File: config.mk
export PLATFORM = sky130hd
export DESIGN_NAME = ffa_alu
export DESIGN_NICKNAME = d
export VERILOG_FILES = /design/src/hdl/assert_macros.svh /design/src/hdl/ffa_pkg.sv /design/src/hdl/ffa_alu.sv
export SDC_FILE = /design/constraint.sdc
export NUM_CORES = 1
export LEC_CHECK = 0
export ABC_CLOCK_PERIOD_IN_PS = 3300
export BUFFER_PORTS_ARGS = -buffer_cell sky130_fd_sc_hd__buf_2
export CAP_MARGIN = 20
export CORE_ASPECT_RATIO = 0.8
export CORE_MARGIN = 5
export CORE_UTILIZATION = 46
export DETAILED_ROUTE_END_ITERATION = 10
export PLACE_DENSITY = 0.81
export SYNTH_ARGS = -nofsm -noshare
export SYNTH_HDL_FRONTEND = slang
export SYNTH_SLANG_ARGS = --single-unit
File: constraint.sdc
create_clock -name vclk -period 3.3
set_input_delay 0.33 -clock vclk [all_inputs]
set_output_delay 0.33 -clock vclk [all_outputs]
set_load 0.01 [all_outputs]
File: src/hdl/assert_macros.svh
// ---------------------------------------------------------------------------
// Assertion macros shared by the allocator RTL.
// Each one expects clk and rst in scope; checks are off while rst is high.
// ---------------------------------------------------------------------------
`ifndef ASSERT_MACROS_SVH
`define ASSERT_MACROS_SVH

// Plain invariant, checked on every rising clock edge.
`define FFA_ASSERT(lbl, expr, msg) \
  lbl: assert property (@(posedge clk) disable iff (rst) (expr)) else $error(msg);

// Same-cycle implication.
`define FFA_ASSERT_IMP(lbl, ante, cons, msg) \
  lbl: assert property (@(posedge clk) disable iff (rst) (ante) |-> (cons)) \
    else $error(msg);

// Next-cycle implication.
`define FFA_ASSERT_NXT(lbl, ante, cons, msg) \
  lbl: assert property (@(posedge clk) disable iff (rst) (ante) |=> (cons)) \
    else $error(msg);

`endif

File: src/hdl/ffa_pkg.sv
// ---------------------------------------------------------------------------
// ffa_pkg
// Constants, codes and interface types of the first-fit free-list allocator.
// ---------------------------------------------------------------------------
`default_nettype none

package ffa_pkg;

  localparam int ARENA_UNITS = 4096;
  localparam int UNIT_BYTES  = 16;

  localparam int IDX_W      = 13;                    // index, size and count width
  localparam int SUM_W      = IDX_W + 1;             // index plus size
  localparam int BYTES_W    = 16;
  localparam int RND_W      = BYTES_W + 1;
  localparam int ARENA_AW   = $clog2(ARENA_UNITS);
  localparam int UNIT_SHIFT = $clog2(UNIT_BYTES);

  localparam logic [IDX_W-1:0] SENT_IX    = IDX_W'(ARENA_UNITS);
  localparam logic [IDX_W-1:0] WALK_LIMIT = IDX_W'(ARENA_UNITS + 2);

  localparam logic ACT_ALLOC = 1'b0;
  localparam logic ACT_FREE  = 1'b1;

  localparam logic [1:0] ST_OK       = 2'd0;
  localparam logic [1:0] ST_NO_SPACE = 2'd1;
  localparam logic [1:0] ST_BAD_FREE = 2'd2;

  typedef enum logic [3:0] {
    S_IDLE,
    S_DISPATCH,
    S_SEED,
    S_SEED2,
    S_A_FIRST,
    S_A_WALK,
    S_A_SPLIT,
    S_A_TAIL,
    S_F_ROV,
    S_F_WALK,
    S_F_NX,
    S_F_HI,
    S_F_LOCMP,
    S_F_LO
  } state_t;

  typedef enum logic {
    ALU_ADD,
    ALU_SUB
  } alu_op_t;

  typedef struct packed {
    alu_op_t          op;
    logic [SUM_W-1:0] a;
    logic [SUM_W-1:0] b;
  } alu_req_t;

  typedef struct packed {
    logic [SUM_W-1:0] res;
    logic             zero;
    logic             neg;
  } alu_rsp_t;

  typedef struct packed {
    logic             next_en;
    logic [IDX_W-1:0] next_addr;
    logic [IDX_W-1:0] next_data;
    logic             size_en;
    logic [IDX_W-1:0] size_addr;
    logic [IDX_W-1:0] size_data;
  } hdr_wr_t;

  typedef struct packed {
    logic [IDX_W-1:0] nxt;
    logic [IDX_W-1:0] sz;
  } hdr_rd_t;

endpackage

`default_nettype wire

File: src/hdl/ffa_alu.sv
// ---------------------------------------------------------------------------
// ffa_alu
// Shared add/subtract unit with zero and sign flags.
// ---------------------------------------------------------------------------
`default_nettype none

module ffa_alu (
  input  ffa_pkg::alu_req_t req,
  output ffa_pkg::alu_rsp_t rsp
);
  import ffa_pkg::*;

  logic [SUM_W-1:0] res;

  always_comb begin
    case (req.op)
      ALU_ADD: res = req.a + req.b;
      ALU_SUB: res = req.a - req.b;
      default: res = req.a + req.b;
    endcase
  end

  assign rsp.res  = res;
  assign rsp.zero = (res == '0);
  assign rsp.neg  = res[SUM_W-1];

endmodule

`default_nettype wire

# Word level (Yosys, flattened, before mapping)
# Index checks and enable logic that the tools add are counted.
# W data, S select, Z words.
[op_classes]
n_reduce_logical = 1
n_addsub = 2
bitwise = 1
muxes = 1
[op_table]
columns = ["cell", "count"]
rows = [
  ["$pmux W14 S2", 1],
  ["$add A14 B14 Y14", 1],
  ["$logic_not A14 Y1", 1],
  ["$sub A14 B14 Y14", 1],
  ["$not A1 Y1", 1],
]
[word_totals]
inputBits = 29
reg_bits = 0
out_inout_bits = 16

# Depth between registers and ports, before layout
[logic_depth]
ltp_word = 3
ltp_mapped = 13
ltp_nobuf = 13

# Worst setup path before layout
# No wires, ideal clock.
[synth_timing]
path_type = "input port to output port"
from = "input req[5] in the netlist's numbering"
to = "output rsp[1] in the netlist's numbering"
path_stages = 11
required_ns = 2.970
n_path_buf = 0
slack_ns = -0.025
t_arrival_ns = 2.995
cell_sequence = "nor4_2 > and3_1 > a21oi_1 > xnor2_1 > ha_1 > and2_1 > a221o_1 > a31o_1 > a311o_1 > xnor2_2 > nor4_2"
[synth_rtl]
columns = ["item", "line", "source"]
rows = [
  ["start, declared", "ffa_alu.sv:8", "input ffa_pkg::alu_req_t req,"],
  ["end, declared", "ffa_alu.sv:9", "output ffa_pkg::alu_rsp_t rsp"],
]

==> impl_results.md <==
- Status: complete, but fails checks
- Failing checks: setup timing
- Yosys top cell area share: 17.3%
- LEAKAGE: 0.789 nW
- Hold endpoint: rsp[2]
- Post-synthesis sequential area ratio: 0%
- Vias: 1382
- DRT iter0 DRCs: 64
- Die area: 0.00325 mm^2
- Critical path capture point type: primary output
- Power share of the clock group: 0%
- IO buf count: 45
- WS Path Type: primary input to primary output
- Hold WS: 1100 ps
- Combinational Power Share: 100.0%
- Worst hold-check path type: primary input to primary output
- Syn Inst Count: 135
- P per Cell Area: 314 mW/mm^2
- P_sw: 0.254 mW
- Area of the core: 0.00212 mm^2
- Leading cell type by number of instances after synthesis: xnor2_1
- Worst slew pin tran: 400 ps
- Largest net degree at the start of global routing: 14
- Maximum vdd drop: 0.000192 V
- Number of routed nets with antenna violations: 0
- Max_slew headroom: 73.4%
- CP Data Required Time: 2970 ps
- Worst setup SP type: primary input
- DR WL/cell: 15.6 um
- Die width: 62.5 um
- Crit path buffers/inverters: 3
- Max_cap viols: 0
- Mapped cell area: 0.00101 mm^2
- GRT busiest layer: met2
- First-pass GRT wire length: 5940 um
- Die Y: 52.0 um
- ANT cells: 0
- CLK BUF: 0
- Switching fraction of total power: 51.4%
- Max FO, Critical Path: 4
- Cell variety after synth: 45
- Grt total ovfl: 0
- CP top delay family: simple AND/OR/NAND/NOR gates
- Internal power: 0.240 mW
- Vias in the first global route: 1336
- PnR worst setup slack: -165 ps
- Slew Limit Fails: 0
- Final net count: 257
- Hold-fix buffers, CTS: 0
- Reg power frac: 0%
- Boundary pin count: 45
- FF/Latch Area: 0 um^2
- GRT Util Overall: 21.5%
- Met3 usage: 1.30%
- Worst-path cell chain: buf_6 -> nor4_4 -> and3_1 -> buf_4 -> a21oi_1 -> xnor2_1 -> ha_1 -> nand4_1 -> o22ai_2 -> a211oi_2 -> nand3_1 -> o211a_1 -> nand4b_1 -> nor4_2 -> buf_2
- Warnings, synthesis: 0
- Hold path start: req[14]
- Seq cells: 0
- # setup viols final: 4
- # DRC: 0
- Synth area leader: ha_1
- CP max stage delay: 310 ps
- Max frequency: 289 MHz
- Total wire length: 3690 um
- Syn Nets: 179
- Post-route minimum period: 3460 ps
- Average cell area after synthesis: 7.51 um^2
- FILL cells: 162
- Top post-synthesis cells by count: xnor2_1 (16), ha_1 (14), a21oi_1 (10), nor2_1 (10), inv_1 (8)
- Number of vias per cell: 5.86
- Starting Density: 47.8%
- CP Data Arrival Time: 3130 ps
- Share of cells above drive strength 1: 48.3%
- Unrepaired setup endpoints after global routing: true
- Worst hold path stage count: 5
- Initial DRT Pass Iterations: 4
- Slowest CP cell: ha_1
- Synthesis-to-finish area growth: 55.4%
- Final period utilization: 105%
- Antenna violations before repair: 0
- Setup TNS: -235 ps
- Dpl hpwl: 2950 um
- Top cells by area, synth: ha_1 (17%), xnor2_1 (14%), a21oi_1 (4.9%)
- Post-Route Utilization: 74.3%
- Final GP Congestion: 0.920
- Final hold viol count: 0
- Met1 Use GR: 26.1%
- Post-Place Worst Slack: -184 ps
- Row count: 15
- Met2 usage: 42.8%
-- cell type report --
type | instances | area [um^2] | share of cell area, %
multi-input cells | 123 | 1010 | 64.1
inverters | 8 | 30.0 | 1.91
repair buffers | 80 | 504 | 32.0
well taps | 25 | 31.3 | 1.99
-- what timing repair did --
action	in CTS	in global routing
buffers inserted	4	1
cloned	0	0
endpoints found under the setup margin	3	4
pin swaps	19	5
hold endpoints to repair	0	0
resized for setup	11	3
-- through the flow --
| stage | instance area [um^2] | power [mW] | cells |
|---|---|---|---|
| after floorplan | 1010 | 0.273 | 135 |
| after global placement | 1480 | 0.434 | 231 |
| after detailed placement | 1480 | 0.454 | 231 |
| after CTS | 1550 | 0.472 | 235 |
| after global routing | 1580 | 0.536 | 236 |
| final | 1580 | 0.494 | 236 |
-- power groups by stage --
stage / sequential [mW] / clock [mW] / combinational (mW)
6_report: 0 / 0 / 0.494
5_1_grt: 0 / 0 / 0.536
4_1_cts: 0 / 0 / 0.472
3_5_place_dp: 0 / 0 / 0.454
3_3_place_gp: 0 / 0 / 0.434
2_1_floorplan: 0 / 0 / 0.273
-- routing by layer --
layer	wire length, um	vias to the layer above
li1	-	663
met1	1490	651
met2	1920	60
met3	222	8
met4	67	0
met5	0	-
-- cells by family (layout without fill, tap and decap cells) --
logic type,count (synthesis),count (layout),share of synthesized area (%)
buffers and inverters,12,88,4.82
AND/OR/NAND/NOR,46,46,26.7
adder cells (fa/ha/maj),15,15,19.3
multiplexers,3,3,2.96
AO/OA/AOI/OAI,38,38,26.7
XOR/XNOR,21,21,19.6
-- worst min-delay path: cells and delay by family --
family,cells,cell delay [ps]
buffers and inverters,4,320
adders and majority gates,1,110
-- worst max-delay path by stage --
stage,slack [ps],end,from,depth (start not counted)
finish,-160,rsp[1],req[2],15
global route,-320,rsp[1],req[2],15
CTS,-60,rsp[1],req[2],13
detailed placement,-180,rsp[1],req[5],13
global placement,-90,rsp[1],req[5],15
floorplan,80,rsp[1],req[5],11
-- placed cells by master (no fill, tap or decap), drive strengths merged --
| cell type | count |
|---|---|
| o22ai | 1 |
| and3 | 5 |
| inv | 8 |
| a22oi | 1 |
| nand2 | 6 |
| nor2 | 10 |
| xor2 | 3 |
| nor3 | 5 |
| buf | 80 |
| o31ai | 1 |
| a31o | 1 |
| nand3 | 1 |
| nor4 | 3 |
| a221oi | 1 |
| xnor2 | 18 |
| or4 | 1 |
| a21o | 4 |
| o211ai | 1 |
| nor2b | 2 |
| or4b | 1 |
| a211oi | 1 |
| a311o | 2 |
| fa | 1 |
| nand4b | 1 |
| nor4b | 2 |
| nand2b | 3 |
| a221o | 1 |
| nand4 | 2 |
| mux2i | 3 |
| and2 | 3 |
| ha | 14 |
| o21ai | 7 |
| a31oi | 5 |
| o211a | 1 |
| a211o | 1 |
| a21oi | 10 |
| and3b | 1 |
No activity file was read; power rests on OpenSTA's default activity.
