<file path="src/hdl/assert_macros.svh">
// ---------------------------------------------------------------------------
// Assertion macros shared by the allocator RTL.
// Each one expects clk and rst in scope; checks are off while rst is high.
// ---------------------------------------------------------------------------
`ifndef ASSERT_MACROS_SVH
`define ASSERT_MACROS_SVH

// Plain invariant, checked on every rising clock edge.
`define FFA_ASSERT(lbl, expr, msg) \
  lbl: assert property (@(posedge clk) disable iff (rst) (expr)) else $error(msg);

// Same-cycle implication.
`define FFA_ASSERT_IMP(lbl, ante, cons, msg) \
  lbl: assert property (@(posedge clk) disable iff (rst) (ante) |-> (cons)) \
    else $error(msg);

// Next-cycle implication.
`define FFA_ASSERT_NXT(lbl, ante, cons, msg) \
  lbl: assert property (@(posedge clk) disable iff (rst) (ante) |=> (cons)) \
    else $error(msg);

`endif

</file>
<file path="src/hdl/ffa_pkg.sv">
// ---------------------------------------------------------------------------
// ffa_pkg
// Constants, codes and interface types of the first-fit free-list allocator.
// ---------------------------------------------------------------------------
`default_nettype none

package ffa_pkg;

  localparam int ARENA_UNITS = 4096;
  localparam int UNIT_BYTES  = 16;

  localparam int IDX_W      = 13;                    // index, size and count width
  localparam int SUM_W      = IDX_W + 1;             // index plus size
  localparam int BYTES_W    = 16;
  localparam int RND_W      = BYTES_W + 1;
  localparam int ARENA_AW   = $clog2(ARENA_UNITS);
  localparam int UNIT_SHIFT = $clog2(UNIT_BYTES);

  localparam logic [IDX_W-1:0] SENT_IX    = IDX_W'(ARENA_UNITS);
  localparam logic [IDX_W-1:0] WALK_LIMIT = IDX_W'(ARENA_UNITS + 2);

  localparam logic ACT_ALLOC = 1'b0;
  localparam logic ACT_FREE  = 1'b1;

  localparam logic [1:0] ST_OK       = 2'd0;
  localparam logic [1:0] ST_NO_SPACE = 2'd1;
  localparam logic [1:0] ST_BAD_FREE = 2'd2;

  typedef enum logic [3:0] {
    S_IDLE,
    S_DISPATCH,
    S_SEED,
    S_SEED2,
    S_A_FIRST,
    S_A_WALK,
    S_A_SPLIT,
    S_A_TAIL,
    S_F_ROV,
    S_F_WALK,
    S_F_NX,
    S_F_HI,
    S_F_LOCMP,
    S_F_LO
  } state_t;

  typedef enum logic {
    ALU_ADD,
    ALU_SUB
  } alu_op_t;

  typedef struct packed {
    alu_op_t          op;
    logic [SUM_W-1:0] a;
    logic [SUM_W-1:0] b;
  } alu_req_t;

  typedef struct packed {
    logic [SUM_W-1:0] res;
    logic             zero;
    logic             neg;
  } alu_rsp_t;

  typedef struct packed {
    logic             next_en;
    logic [IDX_W-1:0] next_addr;
    logic [IDX_W-1:0] next_data;
    logic             size_en;
    logic [IDX_W-1:0] size_addr;
    logic [IDX_W-1:0] size_data;
  } hdr_wr_t;

  typedef struct packed {
    logic [IDX_W-1:0] nxt;
    logic [IDX_W-1:0] sz;
  } hdr_rd_t;

endpackage

`default_nettype wire

</file>
<file path="src/hdl/ffa_ctrl.sv">
// ---------------------------------------------------------------------------
// ffa_ctrl
// Sequencer for allocate and free: list walks, split, address-ordered
// insert with neighbor merge. Drives the shared ALU and the header store.
// ---------------------------------------------------------------------------
`default_nettype none

`include "assert_macros.svh"

module ffa_ctrl (
  input  logic                          clk,
  input  logic                          rst,
  input  logic                          start,
  input  logic                          action,
  input  logic [ffa_pkg::BYTES_W-1:0]   request_bytes,
  input  logic [ffa_pkg::IDX_W-1:0]     user_unit,
  output logic                          busy,
  output logic                          done,
  output logic [1:0]                    status,
  output logic [ffa_pkg::IDX_W-1:0]     granted_unit,
  output logic [ffa_pkg::IDX_W-1:0]     granted_units,
  output logic [ffa_pkg::IDX_W-1:0]     rd_addr,
  output ffa_pkg::hdr_wr_t              wr,
  input  ffa_pkg::hdr_rd_t              rd,
  output ffa_pkg::alu_req_t             alu_req,
  input  ffa_pkg::alu_rsp_t             alu_rsp
);
  import ffa_pkg::*;

  state_t state, state_next;

  // control
  logic [IDX_W-1:0] rover, rover_next;
  logic             seeded, seeded_next;
  logic [IDX_W-1:0] steps, steps_next;
  logic             done_next;

  // payload
  logic             act, act_next;
  logic             bad, bad_next;
  logic             oversize, oversize_next;
  logic [IDX_W-1:0] hp, hp_next;
  logic [IDX_W-1:0] n_units, n_units_next;
  logic [IDX_W-1:0] p, p_next;
  logic [IDX_W-1:0] prev, prev_next;
  logic [IDX_W-1:0] diff, diff_next;
  logic [SUM_W-1:0] p2, p2_next;
  logic [IDX_W-1:0] sz_hp, sz_hp_next;
  logic [IDX_W-1:0] sz_p, sz_p_next;
  logic [IDX_W-1:0] sz_pe, sz_pe_next;
  logic [IDX_W-1:0] nx, nx_next;
  logic [IDX_W-1:0] sz_nx, sz_nx_next;
  logic [IDX_W-1:0] nn, nn_next;
  logic [IDX_W-1:0] new_sz, new_sz_next;
  logic [IDX_W-1:0] new_nx, new_nx_next;
  logic             hi, hi_next;
  logic             lo, lo_next;
  logic [1:0]       status_next;
  logic [IDX_W-1:0] gunit_next;
  logic [IDX_W-1:0] gunits_next;

  logic [RND_W-1:0] rnd;
  logic [RND_W-1:0] n_full;
  logic [IDX_W-1:0] steps_inc;
  logic             walk_end;
  logic [IDX_W-1:0] sz_pe_c;

  assign busy = (state != S_IDLE) || rst;

  // units = ceil(bytes / unit) + 1 header unit
  assign rnd       = {1'b0, request_bytes} + RND_W'(UNIT_BYTES - 1);
  assign n_full    = (rnd >> UNIT_SHIFT) + RND_W'(1);
  assign steps_inc = steps + IDX_W'(1);

  // insert position found: hp between p and its next, or at the wrap point
  assign walk_end = ((hp > p) && (hp < rd.nxt)) ||
                    ((p >= rd.nxt) && ((hp > p) || (hp < rd.nxt))) ||
                    (steps_inc >= WALK_LIMIT);

  // size of p as seen after the upper merge (p may alias hp on a bad list)
  assign sz_pe_c = (p == hp) ? new_sz : sz_p;

  always_comb begin
    state_next    = state;
    rover_next    = rover;
    seeded_next   = seeded;
    steps_next    = steps;
    done_next     = 1'b0;
    act_next      = act;
    bad_next      = bad;
    oversize_next = oversize;
    hp_next       = hp;
    n_units_next  = n_units;
    p_next        = p;
    prev_next     = prev;
    diff_next     = diff;
    p2_next       = p2;
    sz_hp_next    = sz_hp;
    sz_p_next     = sz_p;
    sz_pe_next    = sz_pe;
    nx_next       = nx;
    sz_nx_next    = sz_nx;
    nn_next       = nn;
    new_sz_next   = new_sz;
    new_nx_next   = new_nx;
    hi_next       = hi;
    lo_next       = lo;
    status_next   = status;
    gunit_next    = granted_unit;
    gunits_next   = granted_units;
    rd_addr       = rover;
    wr            = '0;
    alu_req.op    = ALU_ADD;
    alu_req.a     = '0;
    alu_req.b     = '0;

    case (state)
      S_IDLE: begin
        if (start) begin
          act_next      = action;
          bad_next      = !seeded || (user_unit == '0) || (user_unit > SENT_IX);
          hp_next       = user_unit - IDX_W'(1);
          n_units_next  = n_full[IDX_W-1:0];
          oversize_next = (n_full > RND_W'(ARENA_UNITS));
          state_next    = S_DISPATCH;
        end
      end

      S_DISPATCH: begin
        if (act == ACT_FREE) begin
          if (bad) begin
            done_next   = 1'b1;
            status_next = ST_BAD_FREE;
            gunit_next  = '0;
            gunits_next = '0;
            state_next  = S_IDLE;
          end else begin
            rd_addr    = hp;
            state_next = S_F_ROV;
          end
        end else if (!seeded) begin
          state_next = S_SEED;
        end else if (oversize) begin
          done_next   = 1'b1;
          status_next = ST_NO_SPACE;
          gunit_next  = '0;
          gunits_next = '0;
          state_next  = S_IDLE;
        end else begin
          rd_addr    = rover;
          state_next = S_A_FIRST;
        end
      end

      // whole arena becomes one free block at index 0, linked to the sentinel
      S_SEED: begin
        wr.next_en   = 1'b1;
        wr.next_addr = '0;
        wr.next_data = SENT_IX;
        wr.size_en   = 1'b1;
        wr.size_addr = '0;
        wr.size_data = SENT_IX;
        seeded_next  = 1'b1;
        rover_next   = SENT_IX;
        state_next   = S_SEED2;
      end

      S_SEED2: begin
        wr.next_en   = 1'b1;
        wr.next_addr = SENT_IX;
        wr.next_data = '0;
        state_next   = S_DISPATCH;
      end

      S_A_FIRST: begin
        prev_next  = rover;
        p_next     = rd.nxt;
        steps_next = '0;
        rd_addr    = rd.nxt;
        state_next = S_A_WALK;
      end

      S_A_WALK: begin
        alu_req.op = ALU_SUB;
        alu_req.a  = {1'b0, rd.sz};
        alu_req.b  = {1'b0, n_units};
        if (!alu_rsp.neg) begin
          if (alu_rsp.zero) begin
            // exact fit: unlink
            wr.next_en   = 1'b1;
            wr.next_addr = prev;
            wr.next_data = rd.nxt;
            rover_next   = prev;
            done_next    = 1'b1;
            status_next  = ST_OK;
            gunit_next   = p + IDX_W'(1);
            gunits_next  = n_units;
            state_next   = S_IDLE;
          end else begin
            diff_next  = alu_rsp.res[IDX_W-1:0];
            state_next = S_A_SPLIT;
          end
        end else if ((p == rover) || (steps_inc >= WALK_LIMIT)) begin
          done_next   = 1'b1;
          status_next = ST_NO_SPACE;
          gunit_next  = '0;
          gunits_next = '0;
          state_next  = S_IDLE;
        end else begin
          steps_next = steps_inc;
          prev_next  = p;
          p_next     = rd.nxt;
          rd_addr    = rd.nxt;
        end
      end

      // shrink the free block, grant its top part
      S_A_SPLIT: begin
        alu_req.op   = ALU_ADD;
        alu_req.a    = {1'b0, p};
        alu_req.b    = {1'b0, diff};
        p2_next      = alu_rsp.res;
        wr.size_en   = 1'b1;
        wr.size_addr = p;
        wr.size_data = diff;
        rover_next   = prev;
        state_next   = S_A_TAIL;
      end

      S_A_TAIL: begin
        wr.size_en   = (p2 < {1'b0, SENT_IX});
        wr.size_addr = p2[IDX_W-1:0];
        wr.size_data = n_units;
        done_next    = 1'b1;
        status_next  = ST_OK;
        gunit_next   = p2[IDX_W-1:0] + IDX_W'(1);
        gunits_next  = n_units;
        state_next   = S_IDLE;
      end

      S_F_ROV: begin
        sz_hp_next = rd.sz;
        p_next     = rover;
        steps_next = '0;
        rd_addr    = rover;
        state_next = S_F_WALK;
      end

      S_F_WALK: begin
        rd_addr = rd.nxt;
        if (walk_end) begin
          sz_p_next  = rd.sz;
          nx_next    = rd.nxt;
          state_next = S_F_NX;
        end else begin
          steps_next = steps_inc;
          p_next     = rd.nxt;
        end
      end

      S_F_NX: begin
        sz_nx_next = rd.sz;
        nn_next    = rd.nxt;
        alu_req.op = ALU_ADD;
        alu_req.a  = {1'b0, hp};
        alu_req.b  = {1'b0, sz_hp};
        hi_next    = (nx != SENT_IX) && (alu_rsp.res == {1'b0, nx});
        state_next = S_F_HI;
      end

      // merge with the following block
      S_F_HI: begin
        alu_req.op   = ALU_ADD;
        alu_req.a    = {1'b0, sz_hp};
        alu_req.b    = {1'b0, sz_nx};
        wr.next_en   = 1'b1;
        wr.next_addr = hp;
        if (hi) begin
          new_sz_next  = alu_rsp.res[IDX_W-1:0];
          new_nx_next  = nn;
          wr.size_en   = 1'b1;
          wr.size_addr = hp;
          wr.size_data = alu_rsp.res[IDX_W-1:0];
          wr.next_data = nn;
        end else begin
          new_sz_next  = sz_hp;
          new_nx_next  = nx;
          wr.next_data = nx;
        end
        state_next = S_F_LOCMP;
      end

      S_F_LOCMP: begin
        alu_req.op = ALU_ADD;
        alu_req.a  = {1'b0, p};
        alu_req.b  = {1'b0, sz_pe_c};
        sz_pe_next = sz_pe_c;
        lo_next    = (p != SENT_IX) && (alu_rsp.res == {1'b0, hp});
        state_next = S_F_LO;
      end

      // merge with the preceding block, or just link it to hp
      S_F_LO: begin
        alu_req.op   = ALU_ADD;
        alu_req.a    = {1'b0, sz_pe};
        alu_req.b    = {1'b0, new_sz};
        wr.next_en   = 1'b1;
        wr.next_addr = p;
        if (lo) begin
          wr.size_en   = 1'b1;
          wr.size_addr = p;
          wr.size_data = alu_rsp.res[IDX_W-1:0];
          wr.next_data = new_nx;
        end else begin
          wr.next_data = hp;
        end
        rover_next  = p;
        done_next   = 1'b1;
        status_next = ST_OK;
        gunit_next  = '0;
        gunits_next = '0;
        state_next  = S_IDLE;
      end

      default: begin
        state_next = S_IDLE;
      end
    endcase
  end

  always_ff @(posedge clk) begin
    if (rst) begin
      state  <= S_IDLE;
      rover  <= SENT_IX;
      seeded <= 1'b0;
      steps  <= '0;
      done   <= 1'b0;
    end else begin
      state  <= state_next;
      rover  <= rover_next;
      seeded <= seeded_next;
      steps  <= steps_next;
      done   <= done_next;
    end
  end

  always_ff @(posedge clk) begin
    act           <= act_next;
    bad           <= bad_next;
    oversize      <= oversize_next;
    hp            <= hp_next;
    n_units       <= n_units_next;
    p             <= p_next;
    prev          <= prev_next;
    diff          <= diff_next;
    p2            <= p2_next;
    sz_hp         <= sz_hp_next;
    sz_p          <= sz_p_next;
    sz_pe         <= sz_pe_next;
    nx            <= nx_next;
    sz_nx         <= sz_nx_next;
    nn            <= nn_next;
    new_sz        <= new_sz_next;
    new_nx        <= new_nx_next;
    hi            <= hi_next;
    lo            <= lo_next;
    status        <= status_next;
    granted_unit  <= gunit_next;
    granted_units <= gunits_next;
  end

  `FFA_ASSERT_NXT(a_start_busy, start && !busy, busy, "accepted request did not raise busy")
  `FFA_ASSERT_IMP(a_done_follows_work, done, $past(busy), "result without a request in work")
  `FFA_ASSERT_IMP(a_fail_no_grant, done && (status != ST_OK), (granted_unit == '0) && (granted_units == '0), "failed request reports a grant")
  `FFA_ASSERT(a_walk_bound, steps < WALK_LIMIT, "list walk ran past its bound")
  `FFA_ASSERT_IMP(a_wr_busy, wr.next_en || wr.size_en, busy, "header write while idle")

endmodule

`default_nettype wire

</file>
<file path="config.mk">
export PLATFORM = sky130hd
export DESIGN_NAME = ffa_ctrl
export DESIGN_NICKNAME = d
export VERILOG_FILES = /design/src/hdl/ffa_pkg.sv /design/src/hdl/ffa_ctrl.sv
export VERILOG_INCLUDE_DIRS = /design/src /design/src/hdl
export SDC_FILE = /design/constraint.sdc
export NUM_CORES = 1
export LEC_CHECK = 0
export ABC_CLOCK_PERIOD_IN_PS = 9150
export BUFFER_PORTS_ARGS = -buffer_cell sky130_fd_sc_hd__buf_2
export CAP_MARGIN = 20
export CORE_MARGIN = 5
export CORE_UTILIZATION = 29
export CTS_CLUSTER_SIZE = 10
export DETAILED_ROUTE_END_ITERATION = 10
export PLACE_DENSITY = 0.58
export SLEW_MARGIN = 10
export SYNTH_ARGS = -nofsm -noshare
export SYNTH_HDL_FRONTEND = slang
export SYNTH_SLANG_ARGS = --single-unit
export TNS_END_PERCENT = 5
</file>
<file path="constraint.sdc">
create_clock -name clk -period 9.15 [get_ports clk]
set_input_delay 1.3725 -clock clk [delete_from_list [all_inputs] [get_ports clk]]
set_output_delay 1.3725 -clock clk [all_outputs]
set_load 0.02 [all_outputs]
</file>
# After elaboration in Yosys (flattened, before gate mapping)
# Cells that the tools add are included.
# totals
reg_bits,248
latch_bits,0
ramBits,0
rom_bits,0
input_bits,75
output_inout_bits,126
mem_count,0
# classes
add_sub_neg,6
n_mul,0
div,0
magnitude_cmp,7
eq_ne,31
shift,0
n_mux,67
bitwise_logic,2
n_reduce_logical,34
# op_table
operator,count
2-to-1 mux 13 bit,27
case mux 27 bit (5 select lines),2
case mux 13 bit (4 select lines),4
case mux 29 bit (6 select lines),1
2-to-1 mux 27 bit,4
case mux 13 bit (3 select lines),2
case mux 4 bit (12 select lines),1
"adder 13 x 1 -> 13 bit, second input constant",3
equality test 14 x 13 -> 1 bit,2
2-to-1 mux 4 bit,7
equality test 13 bit,2
"!= test 13 bit, second input constant",2
case mux 13 bit (2 select lines),1
"equality test 4 bit, second input constant",6
"adder 16 x 4 -> 17 bit, second input constant",1
"equality test 4 x 3 -> 1 bit, second input constant",4
nonzero test 4 bit,4
"!= test 3 bit, second input constant",5
"adder 13 x 1 -> 14 bit, second input constant",1
"> comparator 14 x 13 -> 1 bit, second input constant",1
"< comparator 14 x 13 -> 1 bit, second input constant",1
2-to-1 mux 2 bit,7
"!= test 2 bit, second input constant",7
>= comparator 13 bit,1
other kinds (24),51

# Longest topological paths before layout
# Gate-level depths: netlist of the first run.
# logic_depth
depth_word,7
ltp_mapped,12
depth_no_buf,10

# Least setup slack after synthesis of the first run
# OpenSTA, ideal clock, no wires.
# synth_timing
kind,input port to flip-flop
start,input port rd[19] in the netlist's numbering
end,register nx[0] (enable)
setup_ns,0.409
arrival_time_ns,3.706
required_time_ns,8.741
path_slack_ns,5.035
path_stages,9
cell_sequence,inv_1 -> ha_1 -> a211oi_1 -> o21ai_0 -> o211ai_1 -> a21o_1 -> a21boi_0 -> o221a_2 -> nor2_1
# synth_via
elab_chain_cells,6
elab_cells_between_ends,8
# synth_rtl
element,line,rtl
from (decl),ffa_ctrl.sv:24,"input ffa_pkg::hdr_rd_t rd,"
< comparator 13 bit,"ffa_ctrl.sv:76, ffa_ctrl.sv:77",
logical OR 1 bit,ffa_ctrl.sv:77,((p >= rd.nxt) && ((hp > p) || (hp < rd.nxt))) ||
logical AND 1 bit,ffa_ctrl.sv:77,
logical OR 1 bit (*),ffa_ctrl.sv:76,assign walk_end = ((hp > p) && (hp < rd.nxt)) ||
logical OR 1 bit (*),ffa_ctrl.sv:77,
AND reduction 2 bit (no line) (*),--,
to (signal assigned),ffa_ctrl.sv:360,nx <= nx_next;
to (decl),ffa_ctrl.sv:51,"logic [IDX_W-1:0] nx, nx_next;"
# Every way passes the cells marked *; elsewhere a longest branch is shown, timed or not.
# A chain may end at the register's enable or synchronous reset.

==> results of run 1 <==
## worst paths after layout
check | startpoint | to | slack, ns | cells past startpoint
worst max-delay path | state[0] | wr[52] | 3.34 | 8
worst min register to register | steps[10] | steps[10] | 0.48 | 2
worst max register to register | p[11] | p[9] | 4.62 | 10
worst min-delay path | steps[10] | steps[10] | 0.48 | 2
## worst register-to-register path, delay by kind of cell (launching register included)
family,cells,cell delay [ns]
AOI/OAI and AO/OA,3,1.15
buffers and inverters,3,1.08
DFF,1,0.77
and+or+nand+nor,3,0.77
adders and majority gates,1,0.40
## metal layers
layer	share of wire, %	vias up
li1	-	5395
met1	42	5937
met2	46	722
met3	9.0	127
met4	3.8	6
met5	0.072	-
## logic make-up (layout without fill, tap and decap cells)
kind of cell	after synthesis	in the layout	share of synthesized area [%]
buf+inv	184	368	5.048
flops	248	248	50.89
xor+xnor	87	87	5.441
compound gates	315	315	16.27
other cells	1	7	0.02678
fa+ha+maj	48	48	4.253
simple gates	398	398	13.93
mux	53	53	4.145
## cells in the final DEF, fill, tap and decap left out, types with 5 or more instances in the layout
master	instances
a22oi_1	16
nor2b_1	7
nand4_1	18
nor4_1	17
buf_2	198
buf_4	30
nand2b_1	6
o31ai_1	11
nand2_1	116
o22ai_1	12
edfxtp_1	216
a21o_1	5
inv_1	88
a221o_1	24
a211oi_1	5
mux2i_1	13
or3_1	5
a221oi_1	13
or4_1	8
xor2_1	41
clkbuf_1	11
ha_1	46
mux2_2	40
a222oi_1	63
and3_1	11
clkbuf_16	31
or2_2	5
nand3_1	49
diode_2	5
nor3_1	31
o21ai_0	53
dfxtp_1	32
xnor2_1	46
nor2_1	80
a21oi_1	81
and2_1	19
## cell type report
class,count,area (um2)
fillers,4789,31130
flip-flops and latches,248,7127
inverters,90,337.8
repair buffers,231,1261
diodes,5,12.51
clock buffers,43,830.8
multi-input cells,903,6242
well taps,615,769.5
clock inverters,4,32.53
## power groups by stage
stage / Clock (mW) / Sequential [mW] / Combinational (mW)
6_report: 1.10 / 1.30 / 0.302
3_3_place_gp: 0 / 1.32 / 0.290
5_1_grt: 1.15 / 1.30 / 0.326
3_5_place_dp: 0 / 1.32 / 0.297
4_1_cts: 1.11 / 1.30 / 0.298
2_1_floorplan: 0 / 1.31 / 0.156
## per-stage QoR
| stage | instances | area [um2] | setup slack (ns) |
|---|---|---|---|
| floorplan | 1335 | 14010 | 5.035 |
| global placement | 2082 | 15680 | 3.767 |
| global route | 2137 | 16610 | 3.105 |
| CTS | 2131 | 16560 | 3.395 |
| detailed placement | 2084 | 15700 | 3.994 |
| finish | 2139 | 16610 | 3.338 |
==> results.sh, run 1 <==
export IMPL_slowest_delay_ns=0.78
export IMPL_async_flop_share_pct=0
export IMPL_worstSetupPathType="reg -> out"
export IMPL_fp_dieH_um=229.8
export IMPL_syn_inst=1334
export IMPL_htreeDepth=1
export IMPL_synth_common_cells="edfxtp_1 (216), nand2_1 (116), inv_1 (88), nor2_1 (84), a21oi_1 (81)"
export IMPL_cts_buffers=30
export IMPL_drc=1
export IMPL_grt_overflow_total=0
export IMPL_clkSinkCount=248
export IMPL_synthToLayoutAreaGrowth_pct=18.63
export IMPL_die_area_um2=52790
export IMPL_cts_tree="yes"
export IMPL_io_buffers=198
export IMPL_status="finished, violations left"
export IMPL_grt_pass1_wl_mm=79.90
export IMPL_met2_usage_pct=31.90
export IMPL_ys_warnings_count=0
export IMPL_viasPerCell=5.698
export IMPL_ys_top_cells_by_area="edfxtp_1 (46%), dfxtp_1 (4.6%), a222oi_1 (4.5%)"
export IMPL_cp_num_buf_inv=4
export IMPL_crit_path_start_kind="flip-flop"
export IMPL_power_density_nw_per_um2=162.3
export IMPL_grt_max_degree=54
export IMPL_finalSetupTns_ns=0
export IMPL_top_usage_layer="met2"
export IMPL_tightest_slew_ns=1.139
export IMPL_cp_end_kind="output port"
export IMPL_drive_gt1_share_pct=21.66
export IMPL_cts_hold_buffers=0
export IMPL_crit_path_max_fanout=42
export IMPL_largest_reg_flops=14
export IMPL_switchingPower_mw=0.7160
export IMPL_finalClockSkew_ns=0.01420
export IMPL_final_nets=1625
export IMPL_io_pins=201
export IMPL_regMostFlops="p2"
export IMPL_synthFlopType="edfxtp_1"
export IMPL_cts_root_buffer_cell="clkbuf_16"
export IMPL_cts_setup_buffers=0
export IMPL_grtUsageMet3_pct=3.935
export IMPL_synth_edf_count=216
export IMPL_syn_cell_area_um2=14000
export IMPL_avgSynthCellArea_um2=10.50
export IMPL_grt_pass1_vias=11789
export IMPL_seqPwrFrac_pct=48.1
export IMPL_hold_ws_ns=0.4845
export IMPL_synth_top_cell_area_share_pct=46.31
export IMPL_fin_util_pct=34.80
export IMPL_combPwrFrac_pct=11.2
export IMPL_final_min_clock_period_ns=5.812
export IMPL_start_util_pct=29.33
export IMPL_intPower_mw=1.980
export IMPL_path_cells="nand2_1 > or3_1 > inv_1 > buf_4 > and3_1 > buf_8 > a22o_1 > buf_2"
export IMPL_wl_per_cell_um=25.97
export IMPL_synth_area_leader_cell="edfxtp_1"
export IMPL_crit_arrival_ns=4.44
export IMPL_fmaxAchievable_mhz=172.1
export IMPL_peakVddDrop_mv=0.1445
export IMPL_hpwl_mm=39.94
export IMPL_ys_seq_area_share_pct=50.89
export IMPL_antenna_left=0
export IMPL_swShare_pct=26.55
export IMPL_clkLatencyLatePin_ns=0.58
export IMPL_core_um2=47750
export IMPL_gp_congestion=0.9328
export IMPL_final_hold_viol_count=0
export IMPL_fp_dieW_um=229.8
export IMPL_slew_viol_final=0
export IMPL_ys_seq_elements=248
export IMPL_clk_pin_slew_ns=0.06
export IMPL_gr_usage_all_layers_pct=19.86
export IMPL_cp_slowest_cell="dfxtp_1"
export IMPL_p_leak_nw=6.484
export IMPL_hp_class="reg -> reg"
export IMPL_first_pass_iters=11
export IMPL_worstPathRequired_ns=7.78
export IMPL_antenna_found_initial=8
export IMPL_total_power_mw=2.696
export IMPL_clkPwrFrac_pct=40.7
export IMPL_synth_most_common_cell="edfxtp_1"
export IMPL_synth_distinct_cells=68
export IMPL_rsz0062_at_grt="no"
export IMPL_failed_checks="DRC"
export IMPL_cap_viol_max_count=0
export IMPL_clockBufferDepth=3
export IMPL_row_count=80
export IMPL_cts_resized=0
export IMPL_setup_violations_final=0
export IMPL_wirelength_mm=55.54
export IMPL_grt_util_met1_pct=26.85
export IMPL_num_vias=12187
export IMPL_dr_first_iter_drc_count=1599
export IMPL_post_route_period_util_pct=63.52
export IMPL_cp_top_family="simple AND/OR/NAND/NOR gates"
export IMPL_relSlewSlack_pct=24.04
(Power assumes the default switching activity.)
==> run 2: changes to the inputs <==
--- a/config.mk
+++ b/config.mk
@@ -6,14 +6,15 @@
 export SDC_FILE = /design/constraint.sdc
 export NUM_CORES = 1
 export LEC_CHECK = 0
-export ABC_CLOCK_PERIOD_IN_PS = 9150
+export ABC_AREA = 1
+export ABC_CLOCK_PERIOD_IN_PS = 5300
 export BUFFER_PORTS_ARGS = -buffer_cell sky130_fd_sc_hd__buf_2
 export CAP_MARGIN = 20
 export CORE_MARGIN = 5
 export CORE_UTILIZATION = 29
 export CTS_CLUSTER_SIZE = 10
 export DETAILED_ROUTE_END_ITERATION = 10
-export PLACE_DENSITY = 0.58
+export PLACE_DENSITY = 0.6
 export SLEW_MARGIN = 10
 export SYNTH_ARGS = -nofsm -noshare
 export SYNTH_HDL_FRONTEND = slang
==> constraint.sdc (replaced) <==
create_clock -name clk -period 5.3 [get_ports clk]
set_input_delay 0.795 -clock clk [delete_from_list [all_inputs] [get_ports clk]]
set_output_delay 0.795 -clock clk [all_outputs]
set_load 0.02 [all_outputs]
==> results.sh, run 2 <==
export IMPL_status="completed"
export IMPL_synth_compound_area_share_pct=16.60
export IMPL_core_um2=50170
export IMPL_synthSimpleGateAreaFrac_pct=20.29
export IMPL_setup_violations_final=0
export IMPL_hp_class="in -> reg"
export IMPL_wirelength_mm=64.45
export IMPL_synth_fa_ha_area_share_pct=3.920
export IMPL_synth_edf_count=216
export IMPL_final_common_cell="nand2_1"
export IMPL_finalInstanceArea_um2=17590
export IMPL_synth_most_common_cell="nand2_1"
export IMPL_tightest_slew_ns=1.060
export IMPL_crit_path_max_fanout=27
export IMPL_htreeDepth=2
export IMPL_clkLatencyLatePin_ns=0.55
export IMPL_largest_reg_flops=14
export IMPL_num_vias=14437
export IMPL_io_pins=201
export IMPL_antenna_found_initial=5
export IMPL_final_min_clock_period_ns=4.490
export IMPL_start_util_pct=29.27
export IMPL_cp_end_kind="output port"
export IMPL_muxShareOfSynthArea_pct=0.3834
export IMPL_synthFlopType="edfxtp_1"
export IMPL_fp_dieW_um=235.0
export IMPL_relSlewSlack_pct=29.04
export IMPL_grt_overflow_total=0
export IMPL_cap_viol_max_count=0
export IMPL_syn_cell_area_um2=14680
export IMPL_p_leak_nw=7.323
export IMPL_crit_path_start_kind="flip-flop"
export IMPL_ys_seq_elements=248
export IMPL_power_density_nw_per_um2=291.4
export IMPL_crit_end="alu_req[9]"
export IMPL_r2r_start="p[6]"
export IMPL_row_count=82
export IMPL_ys_seq_area_share_pct=48.53
export IMPL_synthToLayoutAreaGrowth_pct=19.77
export IMPL_synth_top_cell_area_share_pct=44.17
export IMPL_crit_arrival_ns=3.69
export IMPL_io_buffers=198
export IMPL_first_pass_iters=6
export IMPL_syn_inst=1725
export IMPL_ys_warnings_count=0
export IMPL_worst_r2r_cell_count=12
export IMPL_cts_tree="yes"
export IMPL_final_cell_mix="nand2_1 (373), inv_1 (219), edfxtp_1 (216)"
export IMPL_antenna_left=0
export IMPL_rsz0062_at_grt="no"
export IMPL_placed_cell_area_um2=16450
export IMPL_gp_congestion=0.9832
export IMPL_finalClockSkew_ns=0.01387
export IMPL_ys_top_cells_by_area="edfxtp_1 (44%), nand2_1 (9.5%), inv_1 (5.6%)"
export IMPL_critPathLaunch="p[6]"
export IMPL_worstPathRequired_ns=4.51
export IMPL_hpwl_mm=48.38
export IMPL_cts_hold_buffers=0
export IMPL_grt_max_degree=64
export IMPL_preCtsSetupSlack_ns=1.391
export IMPL_fp_dieH_um=235.0
export IMPL_wl_per_cell_um=24.71
export IMPL_cts_setup_buffers=0
export IMPL_r2r_setup_slack_ns=1.28
export IMPL_fin_util_pct=35.05
export IMPL_clkSinkCount=248
export IMPL_die_area_um2=55230
export IMPL_synth_top_family_by_area="simple AND/OR/NAND/NOR gates"
export IMPL_clk_pin_slew_ns=0.06
export IMPL_dr_first_iter_drc_count=2018
export IMPL_peakVddDrop_mv=0.1905
export IMPL_worstSetupPathType="reg -> out"
export IMPL_synth_xor_area_share_pct=2.088
export IMPL_setup_ws_ns=0.8101
export IMPL_drive_gt1_share_pct=16.07
export IMPL_gr_usage_all_layers_pct=22.32
export IMPL_cts_root_buffer_cell="clkbuf_16"
export IMPL_final_nets=2035
export IMPL_regMostFlops="p2"
export IMPL_synth_common_cells="nand2_1 (373), inv_1 (219), edfxtp_1 (216), o21ai_0 (164), nor2_1 (139)"
export IMPL_async_flop_share_pct=0
export IMPL_grt_pass1_vias=13549
export IMPL_finalSetupTns_ns=0
export IMPL_drc=0
export IMPL_avgSynthCellArea_um2=8.513
export IMPL_hold_ws_ns=0.4353
export IMPL_fmaxAchievable_mhz=222.7
export IMPL_grt_pass1_wl_mm=93.65
export IMPL_synth_distinct_cells=53
export IMPL_r2r_end="nx[8]"
export IMPL_slew_viol_final=0
export IMPL_clockBufferDepth=3
export IMPL_cts_buffers=34
export IMPL_viasPerCell=5.536
export IMPL_synth_area_leader_cell="edfxtp_1"
export IMPL_post_route_period_util_pct=84.72
export IMPL_final_hold_viol_count=0
export IMPL_cts_resized=0
run 2: cell count changes after synthesis, sizes merged, moves of 27 or more:
cell and change:
o21ai +108, mux2 -35, a222oi -63, xnor2 -38
nand3 +37, inv +137, nand2 +261, clkbuf -27
nor2 +64
run 2: cell type report:
type / instances / area [um2]
inverter: 231 / 867.1
multi-input combinational: 1173 / 6397
sequential: 248 / 7127
fill: 5171 / 32580
tap: 672 / 840.8
timing repair buffer: 226 / 1234
clock inverter: 12 / 206.4
clock buffer: 45 / 912.1
antenna: 1 / 2.502
run 2: power breakdown:
part           internal (mW)  leakage (nW)  switching (mW)  total [mW]
logic                  0.154          4.55           0.401       0.555
registers               2.18          2.23          0.0567        2.24
clock network           1.42         0.544           0.916        2.33
run 2: layer usage:
layer | share of wire, % | track usage (%)
met5 | 0.020 | 0
met4 | 3.3 | 6.813
met3 | 11 | 4.796
met2 | 44 | 34.36
met1 | 42 | 31.60
run 2: cells by family (layout without fill, tap and decap cells):
family | Yosys count | after routing
flip-flops | 248 | 248
AO/OA/AOI/OAI | 395 | 395
buffers and inverters | 305 | 514
adder cells (fa/ha/maj) | 46 | 46
multiplexers | 5 | 5
other | 1 | 3
XOR/XNOR | 35 | 35
AND/OR/NAND/NOR | 690 | 690
run 2: worst min path at each step:
| stage | start | endpoint | slack [ns] | cells after the start |
|---|---|---|---|---|
| 4_1_cts | action | act | 0.43 | 1 |
| 6_report | action | act | 0.44 | 1 |
| 3_5_place_dp | steps[12] | steps[12] | 0.50 | 2 |
| 2_1_floorplan | seeded | bad | 0.47 | 1 |
| 3_3_place_gp | steps[12] | steps[12] | 0.49 | 2 |
| 5_1_grt | action | act | 0.42 | 1 |
run 2: stage by stage:
step | cells | total power [mW]
2_1_floorplan | 1726 | 2.551
3_3_place_gp | 2549 | 2.815
3_5_place_dp | 2549 | 2.818
4_1_cts | 2606 | 5.140
5_1_grt | 2608 | 5.286
6_report | 2608 | 5.126
run 2: worst max-delay path: stages (launching register included):
cell       delay (ns)
edfxtp_1         0.51
clkinv_1         0.42
ha_1             0.45
nand2_1          0.07
nor2_1           0.10
nand2_1          0.56
o21ai_0          0.49
nand2_1          0.10
o2111ai_1        0.17
buf_2            0.24
==> run 3: changes to the inputs <==
--- a/config.mk
+++ b/config.mk
@@ -7,7 +7,7 @@
 export NUM_CORES = 1
 export LEC_CHECK = 0
 export ABC_AREA = 1
-export ABC_CLOCK_PERIOD_IN_PS = 5300
+export ABC_CLOCK_PERIOD_IN_PS = 3680
 export BUFFER_PORTS_ARGS = -buffer_cell sky130_fd_sc_hd__buf_2
 export CAP_MARGIN = 20
 export CORE_MARGIN = 5
==> constraint.sdc (replaced) <==
create_clock -name clk -period 3.68 [get_ports clk]
set_input_delay 0.552 -clock clk [delete_from_list [all_inputs] [get_ports clk]]
set_output_delay 0.552 -clock clk [all_outputs]
set_load 0.02 [all_outputs]
==> results.sh, run 3 (synthesis results as in run 2) <==
export IMPL_fin_cells=2649
export IMPL_setup_violations_final=0
export IMPL_antenna_left=0
export IMPL_cp_num_buf_inv=3
export IMPL_largest_reg_flops=14
export IMPL_cts_root_buffer_cell="clkbuf_16"
export IMPL_final_min_clock_period_ns=3.652
export IMPL_cts_tree="yes"
export IMPL_tightest_slew_ns=0.9832
export IMPL_clockBufferDepth=3
export IMPL_drc=0
export IMPL_worstSetupPathType="reg -> out"
export IMPL_grt_pass1_wl_mm=94.06
export IMPL_final_cell_mix="nand2_1 (372), inv_1 (217), edfxtp_1 (216)"
export IMPL_hold_ws_ns=0.1606
export IMPL_row_count=82
export IMPL_crit_path_max_fanout=25
export IMPL_grt_max_degree=60
export IMPL_start_util_pct=29.27
export IMPL_cpMostUsedCell="nand2_1"
export IMPL_io_pins=201
export IMPL_die_area_um2=55230
export IMPL_wl_per_cell_um=24.65
export IMPL_cp_slowest_cell="edfxtp_1"
export IMPL_final_common_cell="nand2_1"
export IMPL_regMostFlops="p2"
export IMPL_dp_cells=2584
export IMPL_core_um2=50170
export IMPL_dr_first_iter_drc_count=1756
export IMPL_final_nets=2081
export IMPL_synthToLayoutAreaGrowth_pct=21.93
export IMPL_gr_usage_all_layers_pct=22.38
export IMPL_cap_viol_max_count=0
export IMPL_num_vias=14484
export IMPL_post_route_period_util_pct=99.24
export IMPL_fp_dieW_um=235.0
export IMPL_slowest_delay_ns=0.73
export IMPL_cts_hold_buffers=0
export IMPL_crit_arrival_ns=3.10
export IMPL_fp_dieH_um=235.0
export IMPL_hpwl_mm=49.52
export IMPL_status="completed"
export IMPL_relSlewSlack_pct=34.21
export IMPL_worstPathRequired_ns=3.13
export IMPL_clk_pin_slew_ns=0.06
export IMPL_clkLatencyLatePin_ns=0.60
export IMPL_final_hold_viol_count=0
export IMPL_grt_pass1_vias=13903
export IMPL_fmaxAchievable_mhz=273.8
export IMPL_io_buffers=198
export IMPL_drive_gt1_share_pct=19.13
export IMPL_finalSetupTns_ns=0
export IMPL_hp_class="in -> reg"
export IMPL_clkSinkCount=248
export IMPL_peakVddDrop_mv=0.3464
export IMPL_cts_buffers=31
export IMPL_power_density_nw_per_um2=382.0
export IMPL_gp_congestion=0.9953
export IMPL_slew_viol_final=0
export IMPL_crit_path_start_kind="flip-flop"
export IMPL_cp_top_family="flip-flops"
export IMPL_antenna_found_initial=1
export IMPL_cp_end_kind="output port"
export IMPL_rsz0062_at_grt="yes"
export IMPL_p_leak_nw=7.460
export IMPL_viasPerCell=5.468
export IMPL_grt_overflow_total=0
export IMPL_wirelength_mm=65.31
export IMPL_finalClockSkew_ns=0.02033
export IMPL_first_pass_iters=6
export IMPL_path_cells="inv_1 > ha_1 > nand3_1 > nor2_1 > nand2_1 > buf_6 > mux2_2 > nand2_1 > o211ai_1 > buf_2"
export IMPL_htreeDepth=1
==> run 3: final timing paths <==
check	from	endpoint	slack, ns	depth (start not counted)
worst max-delay path	p[2]	alu_req[11]	0.03	10
worst min-delay path	action	act	0.16	1
worst max register to register	p[2]	p[1]	0.67	14
worst min register to register	steps[11]	steps[11]	0.51	2
==> run 3: worst reg2reg max path: cells and delay by family (launching register included) <==
kind	cells	cell delay, ns
flops	1	0.73
simple gates	6	0.65
compound gates	4	0.53
buf+inv	3	0.45
fa+ha+maj	1	0.35
==> run 3: power by group <==
group          total, mW  switching (mW)  internal (mW)
combinational      0.847           0.594          0.252
sequential          3.23          0.0868           3.14
clock               2.77            1.20           1.57
total               6.84            1.88           4.96
==> run 3: area by class of cell <==
cell class	count	area, um2
inverters	231	874.6
diodes	1	2.502
flip-flops and latches	248	7129
clock buffers	40	829.5
fillers	5199	32270
repair buffers	274	1634
clock inverters	9	58.81
multi-input cells	1174	6535
well taps	672	840.8
==> run 3: through the flow <==
stage	area, um2	utilization [%]	total power [mW]	setup WS [ns]
global route	17900	35.68	7.059	-0.04255
floorplan	14690	-	3.674	0.2332
finish	17900	35.69	6.839	0.02803
detailed placement	16710	33.31	4.076	0.2427
CTS	17700	35.27	6.833	0.01098
global placement	16710	33.31	4.069	0.1346
==> run 3: timing repair <==
| action | CTS | global route |
|---|---|---|
| setup buffers | 5 | 9 |
| setup endpoints to repair | 20 | 30 |
| gates cloned | 0 | 1 |
| gates resized for setup | 12 | 38 |
| pin swaps | 3 | 2 |
==> run 3: per-layer routing <==
layer	up-vias	global-route usage, %	wire, um
met2	882	35.30	29190
met5	-	0	0
met1	6907	29.97	26380
met3	161	5.230	6913
met4	0	8.618	2826
li1	6534	-	-
